===== src/sv/drc_pkg.sv =====
// ----------------------------------------------------------------------------
// drc_pkg
// Shared constants and types of the delta row compressor.
// ----------------------------------------------------------------------------
`default_nettype none

package drc_pkg;

   // Previous row store geometry.
   localparam int ROW_DEPTH  = 8192;
   localparam int ROW_ADDR_W = $clog2(ROW_DEPTH);

   // Compressed length counter.
   localparam int LEN_W = 14;
   localparam logic [LEN_W-1:0] LENGTH_MAX = '1;

   // Width for comparing a length against a raw row length.
   localparam int CMP_W = (ROW_ADDR_W + 1 > LEN_W) ? ROW_ADDR_W + 1 : LEN_W;

   // Skip counter; a run of this many unchanged bytes forces a burst.
   localparam int SKIP_W = 5;
   localparam logic [SKIP_W-1:0] FORCED_SKIP = 5'd30;

   // Burst geometry.
   localparam int BURST_MAX = 8;
   localparam int IDX_W     = 3;
   localparam int FILL_W    = 4;

   // Result item kinds.
   localparam logic [1:0] KIND_CMD  = 2'd0;
   localparam logic [1:0] KIND_DATA = 2'd1;
   localparam logic [1:0] KIND_SUM  = 2'd2;

   // Work handed from the compare stage to the emitter.
   typedef struct packed {
      logic             valid;
      logic             has_burst;
      logic [IDX_W-1:0] last_idx;
      logic [7:0]       cmd;
      logic             bank;
      logic             has_sum;
      logic [LEN_W-1:0] sum_len;
      logic             ident;
      logic             notsmall;
   } job_type;

   // Write of one gathered byte into the burst buffer.
   typedef struct packed {
      logic             en;
      logic             bank;
      logic [IDX_W-1:0] idx;
      logic [7:0]       data;
   } burst_wr_type;

endpackage

`default_nettype wire


===== src/sv/drc_rsp_if.sv =====
// ----------------------------------------------------------------------------
// drc_rsp_if
// Result channel: command bytes, data bytes and row summaries.
// ----------------------------------------------------------------------------
`default_nettype none

interface drc_rsp_if;
   logic        valid;
   logic        ready;
   logic [1:0]  item_kind;
   logic [7:0]  out_byte;
   logic [13:0] delta_length;
   logic        row_identical;
   logic        delta_not_smaller;
   logic        last_result;

   modport source (output valid, output item_kind, output out_byte,
                   output delta_length, output row_identical,
                   output delta_not_smaller, output last_result, input ready);
   modport sink   (input valid, input item_kind, input out_byte,
                   input delta_length, input row_identical,
                   input delta_not_smaller, input last_result, output ready);
endinterface

`default_nettype wire


===== src/sv/drc_emitter.sv =====
// ----------------------------------------------------------------------------
// drc_emitter
// Double-banked burst buffer and the sequencer that sends a command word with
// the burst data words, the row summary, or both, through a registered output.
// ----------------------------------------------------------------------------
`default_nettype none

module drc_emitter (
   input  wire logic                  clock,
   input  wire logic                  reset,
   input  wire drc_pkg::job_type      job,
   input  wire drc_pkg::burst_wr_type burst_wr,
   output logic                       idle,
   drc_rsp_if.source                  rsp_ch
);

   typedef enum logic [1:0] {
      ST_IDLE,
      ST_CMD,
      ST_DATA,
      ST_SUM
   } state_type;

   state_type                     state_ff;
   logic [7:0]                    burst_mem_ff [2*drc_pkg::BURST_MAX];
   logic [drc_pkg::IDX_W-1:0]     idx_ff;
   drc_pkg::job_type              job_ff;
   logic                          rsp_valid_ff;
   logic [1:0]                    kind_ff;
   logic [7:0]                    byte_ff;
   logic [drc_pkg::LEN_W-1:0]     len_ff;
   logic                          ident_ff;
   logic                          notsmall_ff;
   logic                          last_ff;
   logic                          emit_ok;
   logic                          data_done;

   // Burst buffer: the compare stage fills one bank while the other drains.
   always_ff @(posedge clock) begin
      if (burst_wr.en) begin
         burst_mem_ff[{burst_wr.bank, burst_wr.idx}] <= burst_wr.data;
      end
   end

   assign emit_ok   = !rsp_valid_ff || rsp_ch.ready;
   assign data_done = (idx_ff == job_ff.last_idx);

   // Sequencer with its registered output word. A busy state either loads a
   // new word or, when the output is stalled, keeps the current one.
   always_ff @(posedge clock) begin
      if (reset) begin
         state_ff     <= ST_IDLE;
         rsp_valid_ff <= 1'b0;
      end else begin
         unique case (state_ff)
            ST_IDLE: begin
               if (rsp_ch.ready) begin
                  rsp_valid_ff <= 1'b0;
               end
               if (job.valid) begin
                  job_ff   <= job;
                  state_ff <= job.has_burst ? ST_CMD : ST_SUM;
               end
            end
            ST_CMD: begin
               if (emit_ok) begin
                  rsp_valid_ff <= 1'b1;
                  kind_ff      <= drc_pkg::KIND_CMD;
                  byte_ff      <= job_ff.cmd;
                  len_ff       <= '0;
                  ident_ff     <= 1'b0;
                  notsmall_ff  <= 1'b0;
                  last_ff      <= 1'b0;
                  idx_ff       <= '0;
                  state_ff     <= ST_DATA;
               end
            end
            ST_DATA: begin
               if (emit_ok) begin
                  rsp_valid_ff <= 1'b1;
                  kind_ff      <= drc_pkg::KIND_DATA;
                  byte_ff      <= burst_mem_ff[{job_ff.bank, idx_ff}];
                  len_ff       <= '0;
                  ident_ff     <= 1'b0;
                  notsmall_ff  <= 1'b0;
                  last_ff      <= data_done && !job_ff.has_sum;
                  idx_ff       <= idx_ff + 1'b1;
                  if (data_done) begin
                     state_ff <= job_ff.has_sum ? ST_SUM : ST_IDLE;
                  end
               end
            end
            ST_SUM: begin
               if (emit_ok) begin
                  rsp_valid_ff <= 1'b1;
                  kind_ff      <= drc_pkg::KIND_SUM;
                  byte_ff      <= 8'd0;
                  len_ff       <= job_ff.sum_len;
                  ident_ff     <= job_ff.ident;
                  notsmall_ff  <= job_ff.notsmall;
                  last_ff      <= 1'b1;
                  state_ff     <= ST_IDLE;
               end
            end
            default: begin
               state_ff <= ST_IDLE;
            end
         endcase
      end
   end

   assign idle = (state_ff == ST_IDLE);

   assign rsp_ch.valid             = rsp_valid_ff;
   assign rsp_ch.item_kind         = kind_ff;
   assign rsp_ch.out_byte          = byte_ff;
   assign rsp_ch.delta_length      = len_ff;
   assign rsp_ch.row_identical     = ident_ff;
   assign rsp_ch.delta_not_smaller = notsmall_ff;
   assign rsp_ch.last_result       = last_ff;

endmodule

`default_nettype wire


===== src/flat_wrapper.sv =====
// flat-port wrapper written by rule: the top's interface ports become plain ports
module drc_emitter_flat 
  (clock, reset, job, burst_wr, idle, rsp_ch_valid, rsp_ch_item_kind, rsp_ch_out_byte, rsp_ch_delta_length, rsp_ch_row_identical, rsp_ch_delta_not_smaller, rsp_ch_last_result, rsp_ch_ready);
  drc_rsp_if rsp_ch_i ();
  input  wire logic clock;
  input  wire logic reset;
  input  wire drc_pkg::job_type job;
  input  wire drc_pkg::burst_wr_type burst_wr;
  output logic idle;
  output wire logic [$bits(rsp_ch_i.valid)-1:0] rsp_ch_valid;
  output wire logic [$bits(rsp_ch_i.item_kind)-1:0] rsp_ch_item_kind;
  output wire logic [$bits(rsp_ch_i.out_byte)-1:0] rsp_ch_out_byte;
  output wire logic [$bits(rsp_ch_i.delta_length)-1:0] rsp_ch_delta_length;
  output wire logic [$bits(rsp_ch_i.row_identical)-1:0] rsp_ch_row_identical;
  output wire logic [$bits(rsp_ch_i.delta_not_smaller)-1:0] rsp_ch_delta_not_smaller;
  output wire logic [$bits(rsp_ch_i.last_result)-1:0] rsp_ch_last_result;
  input wire logic [$bits(rsp_ch_i.ready)-1:0] rsp_ch_ready;
  assign rsp_ch_valid = rsp_ch_i.valid;
  assign rsp_ch_item_kind = rsp_ch_i.item_kind;
  assign rsp_ch_out_byte = rsp_ch_i.out_byte;
  assign rsp_ch_delta_length = rsp_ch_i.delta_length;
  assign rsp_ch_row_identical = rsp_ch_i.row_identical;
  assign rsp_ch_delta_not_smaller = rsp_ch_i.delta_not_smaller;
  assign rsp_ch_last_result = rsp_ch_i.last_result;
  assign rsp_ch_i.ready = rsp_ch_ready;
  drc_emitter u_core (.clock(clock), .reset(reset), .job(job), .burst_wr(burst_wr), .idle(idle), .rsp_ch(rsp_ch_i));
endmodule

===== config.mk =====
export PLATFORM = sky130hd
export DESIGN_NAME = drc_emitter_flat
export DESIGN_NICKNAME = d
export VERILOG_FILES = /design/src/sv/drc_pkg.sv /design/src/sv/drc_rsp_if.sv /design/src/sv/drc_emitter.sv /design/src/flat_wrapper.sv
export SDC_FILE = /design/constraint.sdc
export NUM_CORES = 1
export LEC_CHECK = 0
export BUFFER_PORTS_ARGS = -buffer_cell sky130_fd_sc_hd__buf_2
export CAP_MARGIN = 30
export CORE_UTILIZATION = 60
export DETAILED_ROUTE_END_ITERATION = 8
export PLACE_DENSITY = 0.81
export REMOVE_ABC_BUFFERS = 1
export SYNTH_ARGS = -nofsm -noshare
export SYNTH_HDL_FRONTEND = slang
export SYNTH_SLANG_ARGS = --single-unit
export TNS_END_PERCENT = 5

===== constraint.sdc =====
create_clock -name clock -period 5.2 [get_ports clock]
set_input_delay 0.78 -clock clock [delete_from_list [all_inputs] [get_ports clock]]
set_output_delay 0.78 -clock clock [all_outputs]
set_load 0.03 [all_outputs]

==> results_dict.tcl, run 1 <==
set metrics [dict create \
    outcome "finished, final reports clean" \
    synthesis.area_per_instance_um2 17.3 \
    synth.lib_cells_used.distinct 32 \
    finalCriticalPeriod_ns 2.32 \
    cts.path.max_buffers 2 \
    synth_area_um2 7340 \
    tritoncts "yes" \
    ctsRootBufferMaster "clkbuf_16" \
    total_of_cells_resized_after_clock_tree_synthesis 0 \
    die_area_um2 12700 \
    holdCritPathClass "reg -> reg" \
    areaGrowthSynthToFinish_pct 14.7 \
    number_of_buffers_inserted_by_port_buffering 75 \
    final_antenna_net_count 0 \
    placed_cells 637 \
    clkSlewWorstSetupHoldPaths_ns 0.06 \
    cts-buffers-inserted 17 \
    static-leakage-power_nw 3.04 \
    synth.mux.area_fraction 0.0888 \
    detailroute.wirelength.met2_um 7260 \
    report.final.slew_viol_count 0 \
    grt_pass1_vias 4008 \
    ys_ff_latch 190 \
    met3RoutedLength_um 1300 \
    internal_reg_to_reg_setup_slack_ns 2.88 \
    max_slew.worst_pin.slew_ns 0.995 \
    worst-setup-path-type "reg -> reg" \
    cp.required_ns 5.38 \
    n_antenna_cell 0 \
    clock_insertion_delay_worst_skew_ns 0.43 \
    track_usage 0.254 \
    detail_route.wirelength.met1_um 6230 \
    endpoint_kind "register" \
    final_layout_size_suffix_gt1_frac 0.219 \
    synth.top_cell.area_share 0.765 \
    die_y_um 113 \
    start_util 0.614 \
    timing.clock.skew_ns 0.00696 \
    grt_start_max_net_pins 33 \
    fin_cells 668 \
    slew_headroom 0.334 \
    ys_seq_area_frac 0.773 \
    design.core.area_um2 12000 \
    nets 563 \
    h_tree_depth 4 \
    rsz0062_at_grt "false" \
    grt_first_pass_wirelength_um 22600 \
    cts-hold-fix-buffers 0 \
    synth_top_family_by_area "multiplexers" \
    globalplace.congestion 0.791 \
    pwr_density_cell_nw_per_um2 458 \
    first_pass_iters 5 \
    finalSetupViolCount 0 \
    yosys.area.top_type "edfxtp_1" \
    grt_overflow 0 \
    finalWirelength_um 15000 \
    detail_route.wl_per_cell_um 22.4 \
    vias_per_cell 6.04 \
    netlist_instances 425 \
    via_count 4037 \
    max-cap-violations 0 \
    synth_area_leaders "edfxtp_1 76%, mux2i_1 8.7%, a22oi_1 2.5%" \
    dr.first_iter.drc_count 449 \
    max_ir_drop_vdd_mv 0.333 \
    yosys.area_share.adder 0.0102 \
    drc_errors 0 \
    top_layer_used "met4" \
    placement_rows 40 \
    cp_max_fo 32 \
    synth_xor_area_frac 0.00477 \
    final.fill_count 737 \
    report.final.hold_viol_count 0 \
    numClockSinks 190 \
    final_core_util 0.704 \
    r2r_cells 6 \
    grt_antenna_before_repair 0 \
    fp.dieW_um 113 \
    compound_gate_portion_of_the_synthesized_area 0.0424 \
    post-cts-setup-buffers 0 \
    yosysWarnings 0 \
    finalCritPeriodShare 0.445 \
    timing.hold.worst_path_depth 1 \
    startpoint_type "register" \
    design.portCount 76 \
    timing.fmax_mhz 432 \
    dp.final_hpwl_um 9620 \
    synth_simple_gate_area_frac 0.0646 \
    cp.arrival_ns 2.49 \
    fin_setup_tns_ns 0 \
]
flip-flops by register name (all words and copies together) (netlist names):
| register | cells |
|---|---|
| u_core.burst_mem_ff | 128 |
| u_core.job_ff | 29 |
| u_core.rsp_ch.delta_length | 14 |
| u_core.rsp_ch.out_byte | 8 |
| u_core.idx_ff | 3 |
| u_core.rsp_ch.item_kind | 2 |
| u_core.state_ff | 2 |
| u_core.rsp_ch.delta_not_smaller | 1 |
| u_core.rsp_ch.last_result | 1 |
| u_core.rsp_ch.row_identical | 1 |
| u_core.rsp_ch.valid | 1 |
cells in the final DEF (no fill, tap or decap), types with 6 or more instances in the layout:
| cell type | count |
|---|---|
| a32oi_1 | 8 |
| edfxtp_1 | 187 |
| nand4_1 | 8 |
| buf_2 | 77 |
| mux2i_1 | 64 |
| nor2_1 | 20 |
| and2_1 | 20 |
| nand2_1 | 25 |
| nor3_1 | 6 |
| buf_4 | 8 |
| clkbuf_16 | 17 |
| ha_1 | 6 |
| a22oi_1 | 24 |
layout make-up:
class | instances | area (um2) | share of cell area
tap | 147 | 184 | 0.0218
clock buffer | 20 | 437 | 0.0519
clock inverter | 10 | 75.1 | 0.00892
sequential | 190 | 5680 | 0.674
inverter | 4 | 15.0 | 0.00178
multi-input combinational | 210 | 1560 | 0.185
timing repair buffer | 87 | 477 | 0.0566
cells in the mapped netlist:
| cell type | n |
|---|---|
| o31ai_1 | 1 |
| o22ai_1 | 1 |
| a32oi_1 | 8 |
| nand3b_1 | 2 |
| xor2_1 | 4 |
| nand3_1 | 1 |
| buf_1 | 2 |
| mux2i_1 | 64 |
| nand4_1 | 8 |
| or4_1 | 1 |
| buf_4 | 4 |
| o21ai_0 | 1 |
| mux2_1 | 1 |
| nor2_1 | 20 |
| dfxtp_1 | 3 |
| ha_1 | 6 |
| and2_1 | 20 |
| a21oi_1 | 2 |
| a31o_2 | 1 |
| nor3_1 | 7 |
| a211oi_1 | 2 |
| clkbuf_1 | 8 |
| nand2_1 | 25 |
| nand2b_1 | 3 |
| edfxtp_1 | 187 |
| or3b_2 | 1 |
| buf_2 | 7 |
| inv_1 | 4 |
| a22oi_1 | 24 |
| o31a_1 | 1 |
| nor3b_1 | 2 |
| nor2b_1 | 4 |
per-layer routing:
layer | global-route usage | vias up
li1 | - | 1812
met1 | 0.335 | 1972
met2 | 0.410 | 236
met3 | 0.0783 | 17
met4 | 0.0809 | 0
met5 | 0 | -
cells by family after synthesis:
group / after synthesis
flops: 190
simple gates: 94
xor+xnor: 4
buf+inv: 25
compound gates: 41
mux: 65
fa+ha+maj: 6
power breakdown:
part	internal, mW	switching, mW
registers	1.85	0.0507
clock network	0.643	0.503
logic	0.272	0.545
stage by stage:
stage / power (mW) / instance area (um2) / worst slack (ns) / hold slack (ns)
after floorplan: 2.48 / 7240 / 1.64 / 0.503
after global placement: 2.69 / 7860 / 2.62 / 0.506
after detailed placement: 2.74 / 7900 / 2.54 / 0.510
after CTS: 3.86 / 8420 / 2.87 / 0.516
after global routing: 4.01 / 8420 / 2.74 / 0.505
final: 3.86 / 8420 / 2.88 / 0.523
worst max-delay path, cell delays in order (launching register included):
cell and delay [ns]:
edfxtp_1 0.46, buf_4 0.53, buf_12 0.32, mux2i_1 0.24
a22oi_1 0.11, a32oi_1 0.30, nand2_1 0.08
path summary, 6_finish.rpt:
path	endpoint	start
worst max-delay path	u_core.rsp_ch.out_byte[5]$_DFFE_PP_	u_core.idx_ff[0]$_SDFFCE_PN0P_
worst min-delay path	u_core.rsp_ch.delta_length[6]$_SDFFCE_PN0P_	u_core.job_ff[8]$_DFFE_PP_
worst max register to register	u_core.rsp_ch.out_byte[5]$_DFFE_PP_	u_core.idx_ff[0]$_SDFFCE_PN0P_
worst min register to register	u_core.rsp_ch.delta_length[6]$_SDFFCE_PN0P_	u_core.job_ff[8]$_DFFE_PP_
No activity file was read; power rests on OpenSTA's default activity.
==> inputs of run 2 (changes only) <==
--- a/config.mk
+++ b/config.mk
@@ -7,9 +7,9 @@
 export LEC_CHECK = 0
 export BUFFER_PORTS_ARGS = -buffer_cell sky130_fd_sc_hd__buf_2
 export CAP_MARGIN = 30
-export CORE_UTILIZATION = 60
+export CORE_UTILIZATION = 58
 export DETAILED_ROUTE_END_ITERATION = 8
-export PLACE_DENSITY = 0.81
+export PLACE_DENSITY = 0.79
 export REMOVE_ABC_BUFFERS = 1
 export SYNTH_ARGS = -nofsm -noshare
 export SYNTH_HDL_FRONTEND = slang
==> constraint.sdc (replaced) <==
create_clock -name clock -period 2.2 [get_ports clock]
set_input_delay 0.33 -clock clock [delete_from_list [all_inputs] [get_ports clock]]
set_output_delay 0.33 -clock clock [all_outputs]
set_load 0.03 [all_outputs]
==> results_dict.tcl, run 2 (synthesis gave the netlist of run 1 again) <==
set metrics [dict create \
    placement_rows 40 \
    max-cap-violations 0 \
    placed_cells 677 \
    post-route-worst-setup-slack_ns 0.224 \
    holdCritPathClass "in -> reg" \
    switching_share 0.286 \
    clock_insertion_delay_worst_skew_ns 0.42 \
    number_of_buffers_inserted_by_port_buffering 75 \
    track_usage 0.240 \
    first_pass_iters 5 \
    finalWirelength_um 14600 \
    grt_start_max_net_pins 39 \
    slew_headroom 0.548 \
    cell_internal_pwr_mw 6.59 \
    endpoint_kind "register" \
    post-cts-setup-buffers 0 \
    cp_max_fo 13 \
    clkSlewWorstSetupHoldPaths_ns 0.07 \
    fp.dieW_um 115 \
    detail_route.wirelength.met1_um 6230 \
    total_of_cells_resized_after_clock_tree_synthesis 0 \
    dr.first_iter.drc_count 495 \
    fin_cells 706 \
    design.core.area_um2 12200 \
    dp.final_hpwl_um 9360 \
    start_util 0.604 \
    share_comb_of_total_power 0.216 \
    largest_register_ffs 128 \
    report.final.hold_viol_count 0 \
    cts-buffers-inserted 17 \
    detail_route.wl_per_cell_um 20.6 \
    grt_antenna_before_repair 0 \
    cp.required_ns 2.54 \
    rsz0062_at_grt "false" \
    holdWs_ns 0.0767 \
    timing.fmax_mhz 506 \
    outcome "finished, final reports clean" \
    report.final.slew_viol_count 0 \
    finalCriticalPeriod_ns 1.98 \
    detailroute.wirelength.met2_um 6970 \
    ctsRootBufferMaster "clkbuf_16" \
    grt_first_pass_wirelength_um 22000 \
    met3RoutedLength_um 1140 \
    switchingPower_mw 2.64 \
    timing.clock.skew_ns 0.00925 \
    grt_overflow 0 \
    max_slew.worst_pin.slew_ns 0.675 \
    top_layer_used "met4" \
    static-leakage-power_nw 3.15 \
    tritoncts "yes" \
    final.fill_count 752 \
    h_tree_depth 4 \
    grt_pass1_vias 4016 \
    regMostFlops "u_core.burst_mem_ff" \
    final_antenna_net_count 0 \
    final_layout_size_suffix_gt1_frac 0.249 \
    die_area_um2 13100 \
    die_y_um 115 \
    startpoint_type "register" \
    worst-setup-path-type "reg -> reg" \
    numClockSinks 190 \
    clock_power_share 0.299 \
    pwr_density_cell_nw_per_um2 1070 \
    finalCritPeriodShare 0.898 \
    design.portCount 76 \
    design_power_mw 9.23 \
    nets 581 \
    areaGrowthSynthToFinish_pct 17.4 \
    via_count 4047 \
    share_seq_of_total_power 0.485 \
    drc_errors 0 \
    vias_per_cell 5.73 \
    final_cell_mix "187 x edfxtp_1, 75 x buf_2, 64 x mux2i_1, 27 x buf_4, 25 x nand2_1" \
    layout_commonest_cell "edfxtp_1" \
    finalSetupViolCount 0 \
    n_antenna_cell 0 \
    cp.arrival_ns 2.31 \
    max_ir_drop_vdd_mv 0.630 \
    detailedPlace.worstSlack_ns 0.306 \
    cts-hold-fix-buffers 0 \
    globalplace.congestion 0.863 \
    cts.path.max_buffers 2 \
]
-- run 2: changes by cell type in the layout (fill, tap and decap cells not counted) --
cell and delta:
buf_4 +19, buf_12 +2, buf_2 -2, clkbuf_1 -2
clkinv_1 -2, buf_6 -1, clkinv_4 +1, inv_6 +1
inv_8 +1, nor3_1 +1, nor3_2 -1
-- run 2: path summary, 6_finish.rpt --
kind                                        start                                     endpoint  slack, ns  cells past startpoint
setup / recovery  u_core.state_ff[0]$_SDFFE_PP0P_              u_core.state_ff[0]$_SDFFE_PP0P_       0.22                      6
hold / removal                            job[21]                  u_core.job_ff[21]$_DFFE_PP_       0.08                      1
setup reg to reg  u_core.state_ff[0]$_SDFFE_PP0P_              u_core.state_ff[0]$_SDFFE_PP0P_       0.22                      6
hold reg to reg       u_core.job_ff[10]$_DFFE_PP_  u_core.rsp_ch.delta_length[8]$_SDFFCE_PN0P_       0.53                      1
-- run 2: area by class of cell --
type	instances	area, um2	share of cell area
Timing Repair Buffer	105	638	0.0741
Inverter	4	15.0	0.00174
Clock inverter	11	96.3	0.0112
Multi-Input combinational cell	210	1550	0.180
Tap cell	168	210	0.0244
Sequential cell	190	5680	0.659
Clock buffer	18	429	0.0498
-- run 2: metrics by stage --
step	utilization	instance area, um2	TNS (ns)
2_1_floorplan	-	7240	-53.32
5_1_grt	0.709	8620	0
3_3_place_gp	0.665	8090	0
4_1_cts	0.709	8620	0
3_5_place_dp	0.665	8090	0
6_report	0.709	8620	0
-- run 2: routing by layer --
metal | GRT usage | vias up
met4 | 0.0788 | 0
met3 | 0.0725 | 18
li1 | - | 1850
met2 | 0.375 | 199
met1 | 0.324 | 1980
met5 | 0 | -
-- run 2: critical path, cell delays in order, from the launching register on --
cell and delay, ns:
dfxtp_1 0.37, inv_1 0.11, ha_1 0.36, nor3_1 0.34
o22ai_1 0.14, or4_1 0.49, o31ai_1 0.08
-- run 2: power by group through the flow --
stage               clock (mW)  sequential (mW)  combinational (mW)
finish                    2.76             4.48                1.99
global route              2.92             4.50                2.14
CTS                       2.78             4.48                1.99
detailed placement           0             4.55                1.97
global placement             0             4.54                1.92
floorplan                    0             4.96               0.898
==> inputs of run 3 (changes only) <==
--- a/config.mk
+++ b/config.mk
@@ -7,9 +7,12 @@
 export LEC_CHECK = 0
 export BUFFER_PORTS_ARGS = -buffer_cell sky130_fd_sc_hd__buf_2
 export CAP_MARGIN = 30
-export CORE_UTILIZATION = 58
+export CELL_PAD_IN_SITES_DETAIL_PLACEMENT = 1
+export CELL_PAD_IN_SITES_GLOBAL_PLACEMENT = 1
+export CORE_UTILIZATION = 50
 export DETAILED_ROUTE_END_ITERATION = 8
-export PLACE_DENSITY = 0.79
+export PLACE_DENSITY_LB_ADDON = 0.1
+export RECOVER_POWER = 50
 export REMOVE_ABC_BUFFERS = 1
 export SYNTH_ARGS = -nofsm -noshare
 export SYNTH_HDL_FRONTEND = slang
==> results_dict.tcl, run 3 (synthesis gave the netlist of run 1 again) <==
set metrics [dict create \
    static-leakage-power_nw 3.13 \
    clkSlewWorstSetupHoldPaths_ns 0.07 \
    drc_errors 0 \
    dp.final_hpwl_um 10300 \
    worstReg2RegStart "u_core.state_ff[0]$_SDFFE_PP0P_" \
    globalplace.congestion 0.803 \
    finalCritPeriodShare 0.922 \
    cp.arrival_ns 2.37 \
    post-cts-setup-buffers 0 \
    pwr_density_cell_nw_per_um2 1120 \
    cts.path.max_buffers 2 \
    timing.fmax_mhz 493 \
    rsz0062_at_grt "false" \
    design.portCount 76 \
    timing.clock.skew_ns 0.00644 \
    report.final.hold_viol_count 0 \
    finalWirelength_um 16400 \
    h_tree_depth 4 \
    number_of_buffers_inserted_by_port_buffering 75 \
    largest_register_ffs 128 \
    grt_start_max_net_pins 37 \
    holdCritPathClass "in -> reg" \
    first_pass_iters 4 \
    design.core.area_um2 14100 \
    dpl_cell_area_um2 8110 \
    final_cell_mix "187 x edfxtp_1, 65 x buf_2, 64 x mux2i_1, 25 x nand2_1, 24 x a22oi_1" \
    detail_route.wl_per_cell_um 22.8 \
    die_y_um 123 \
    fin_setup_tns_ns 0 \
    outcome "finished, final reports clean" \
    cp.required_ns 2.54 \
    worst-setup-path-type "reg -> reg" \
    design_area_um2 8690 \
    die_area_um2 15200 \
    track_usage 0.236 \
    finalCriticalPeriod_ns 2.03 \
    tritoncts "yes" \
    max_ir_drop_vdd_mv 0.732 \
    start_util 0.521 \
    grt_first_pass_wirelength_um 24800 \
    grt_pass1_vias 4352 \
    holdWs_ns 0.0717 \
    fp.dieW_um 123 \
    worstReg2RegEnd "u_core.state_ff[0]$_SDFFE_PP0P_" \
    regMostFlops "u_core.burst_mem_ff" \
    clock_insertion_delay_worst_skew_ns 0.43 \
    internal_reg_to_reg_setup_slack_ns 0.17 \
    final_layout_size_suffix_gt1_frac 0.226 \
    nets 582 \
    startpoint_type "register" \
    via_count 4037 \
    cp_max_fo 13 \
    endpoint_kind "register" \
    vias_per_cell 5.60 \
    dr.first_iter.drc_count 266 \
    crit_path_start "u_core.state_ff[0]$_SDFFE_PP0P_" \
    total_of_cells_resized_after_clock_tree_synthesis 0 \
    r2r_cells 6 \
    n_antenna_cell 0 \
    areaGrowthSynthToFinish_pct 18.3 \
    numClockSinks 190 \
    report.final.slew_viol_count 0 \
    final_antenna_net_count 0 \
    placement_rows 43 \
    slew_headroom 0.507 \
    cts-buffers-inserted 17 \
    ctsRootBufferMaster "clkbuf_16" \
    grt_overflow 0 \
    critPathCapture "u_core.state_ff[0]$_SDFFE_PP0P_" \
    cts-hold-fix-buffers 0 \
    grt_antenna_before_repair 0 \
    max-cap-violations 0 \
    max_slew.worst_pin.slew_ns 0.740 \
    layout_commonest_cell "edfxtp_1" \
    finalSetupViolCount 0 \
]
## run 3: cell types whose count changed in the layout (fill, tap and decap cells not counted), sizes merged
cell | before | now
buf | 105 | 89
bufinv | 1 | 4
clkbuf | 18 | 35
clkinv | 6 | 3
clkinvlp | 2 | 3
inv | 6 | 7
## run 3: final cells by class
cell class              count  area [um2]
clock buffers              18         429
clock inverters            13         189
fillers                  1312        5410
inverters                   4        15.0
multi-input cells         210        1560
flip-flops and latches    190        5680
well taps                 180         225
repair buffers            106         594
## run 3: worst max-delay path, cell delays in order (launching register included)
cell	delay (ns)
dfxtp_1	0.38
inv_1	0.11
ha_1	0.36
nor3_1	0.36
o22ai_1	0.14
or4_1	0.49
o31ai_1	0.09
## run 3: metal layers
layer,share of wire,track usage
met1,0.40,0.285
met2,0.52,0.416
met3,0.065,0.0526
met5,0,0
met4,0.016,0.0858
## run 3: worst min-delay path by stage
stage / start / end / slack [ns] / cells past startpoint
floorplan: reset / u_core.rsp_ch.valid$_SDFFE_PP0P_ / 0.40 / 1
global placement: u_core.job_ff[4]$_DFFE_PP_ / u_core.rsp_ch.delta_length[2]$_SDFFCE_PN0P_ / 0.51 / 1
detailed placement: job[27] / u_core.job_ff[27]$_DFFE_PP_ / 0.51 / 1
CTS: job[27] / u_core.job_ff[27]$_DFFE_PP_ / 0.05 / 1
global route: job[27] / u_core.job_ff[27]$_DFFE_PP_ / 0.06 / 1
finish: job[27] / u_core.job_ff[27]$_DFFE_PP_ / 0.07 / 1
## run 3: stage by stage
stage	power (mW)	setup slack, ns	util	cells
2_1_floorplan	5.86	-1.36	-	404
3_3_place_gp	6.50	0.397	0.575	690
3_5_place_dp	6.57	0.249	0.575	690
4_1_cts	9.80	0.163	0.619	721
5_1_grt	10.1	0.0599	0.616	721
6_report	9.72	0.172	0.616	721
## run 3: power breakdown
part           internal, mW  total [mW]  switching (mW)
sequential             4.36        4.51           0.147
combinational         0.691        1.99            1.30
clock                  1.91        3.22            1.31
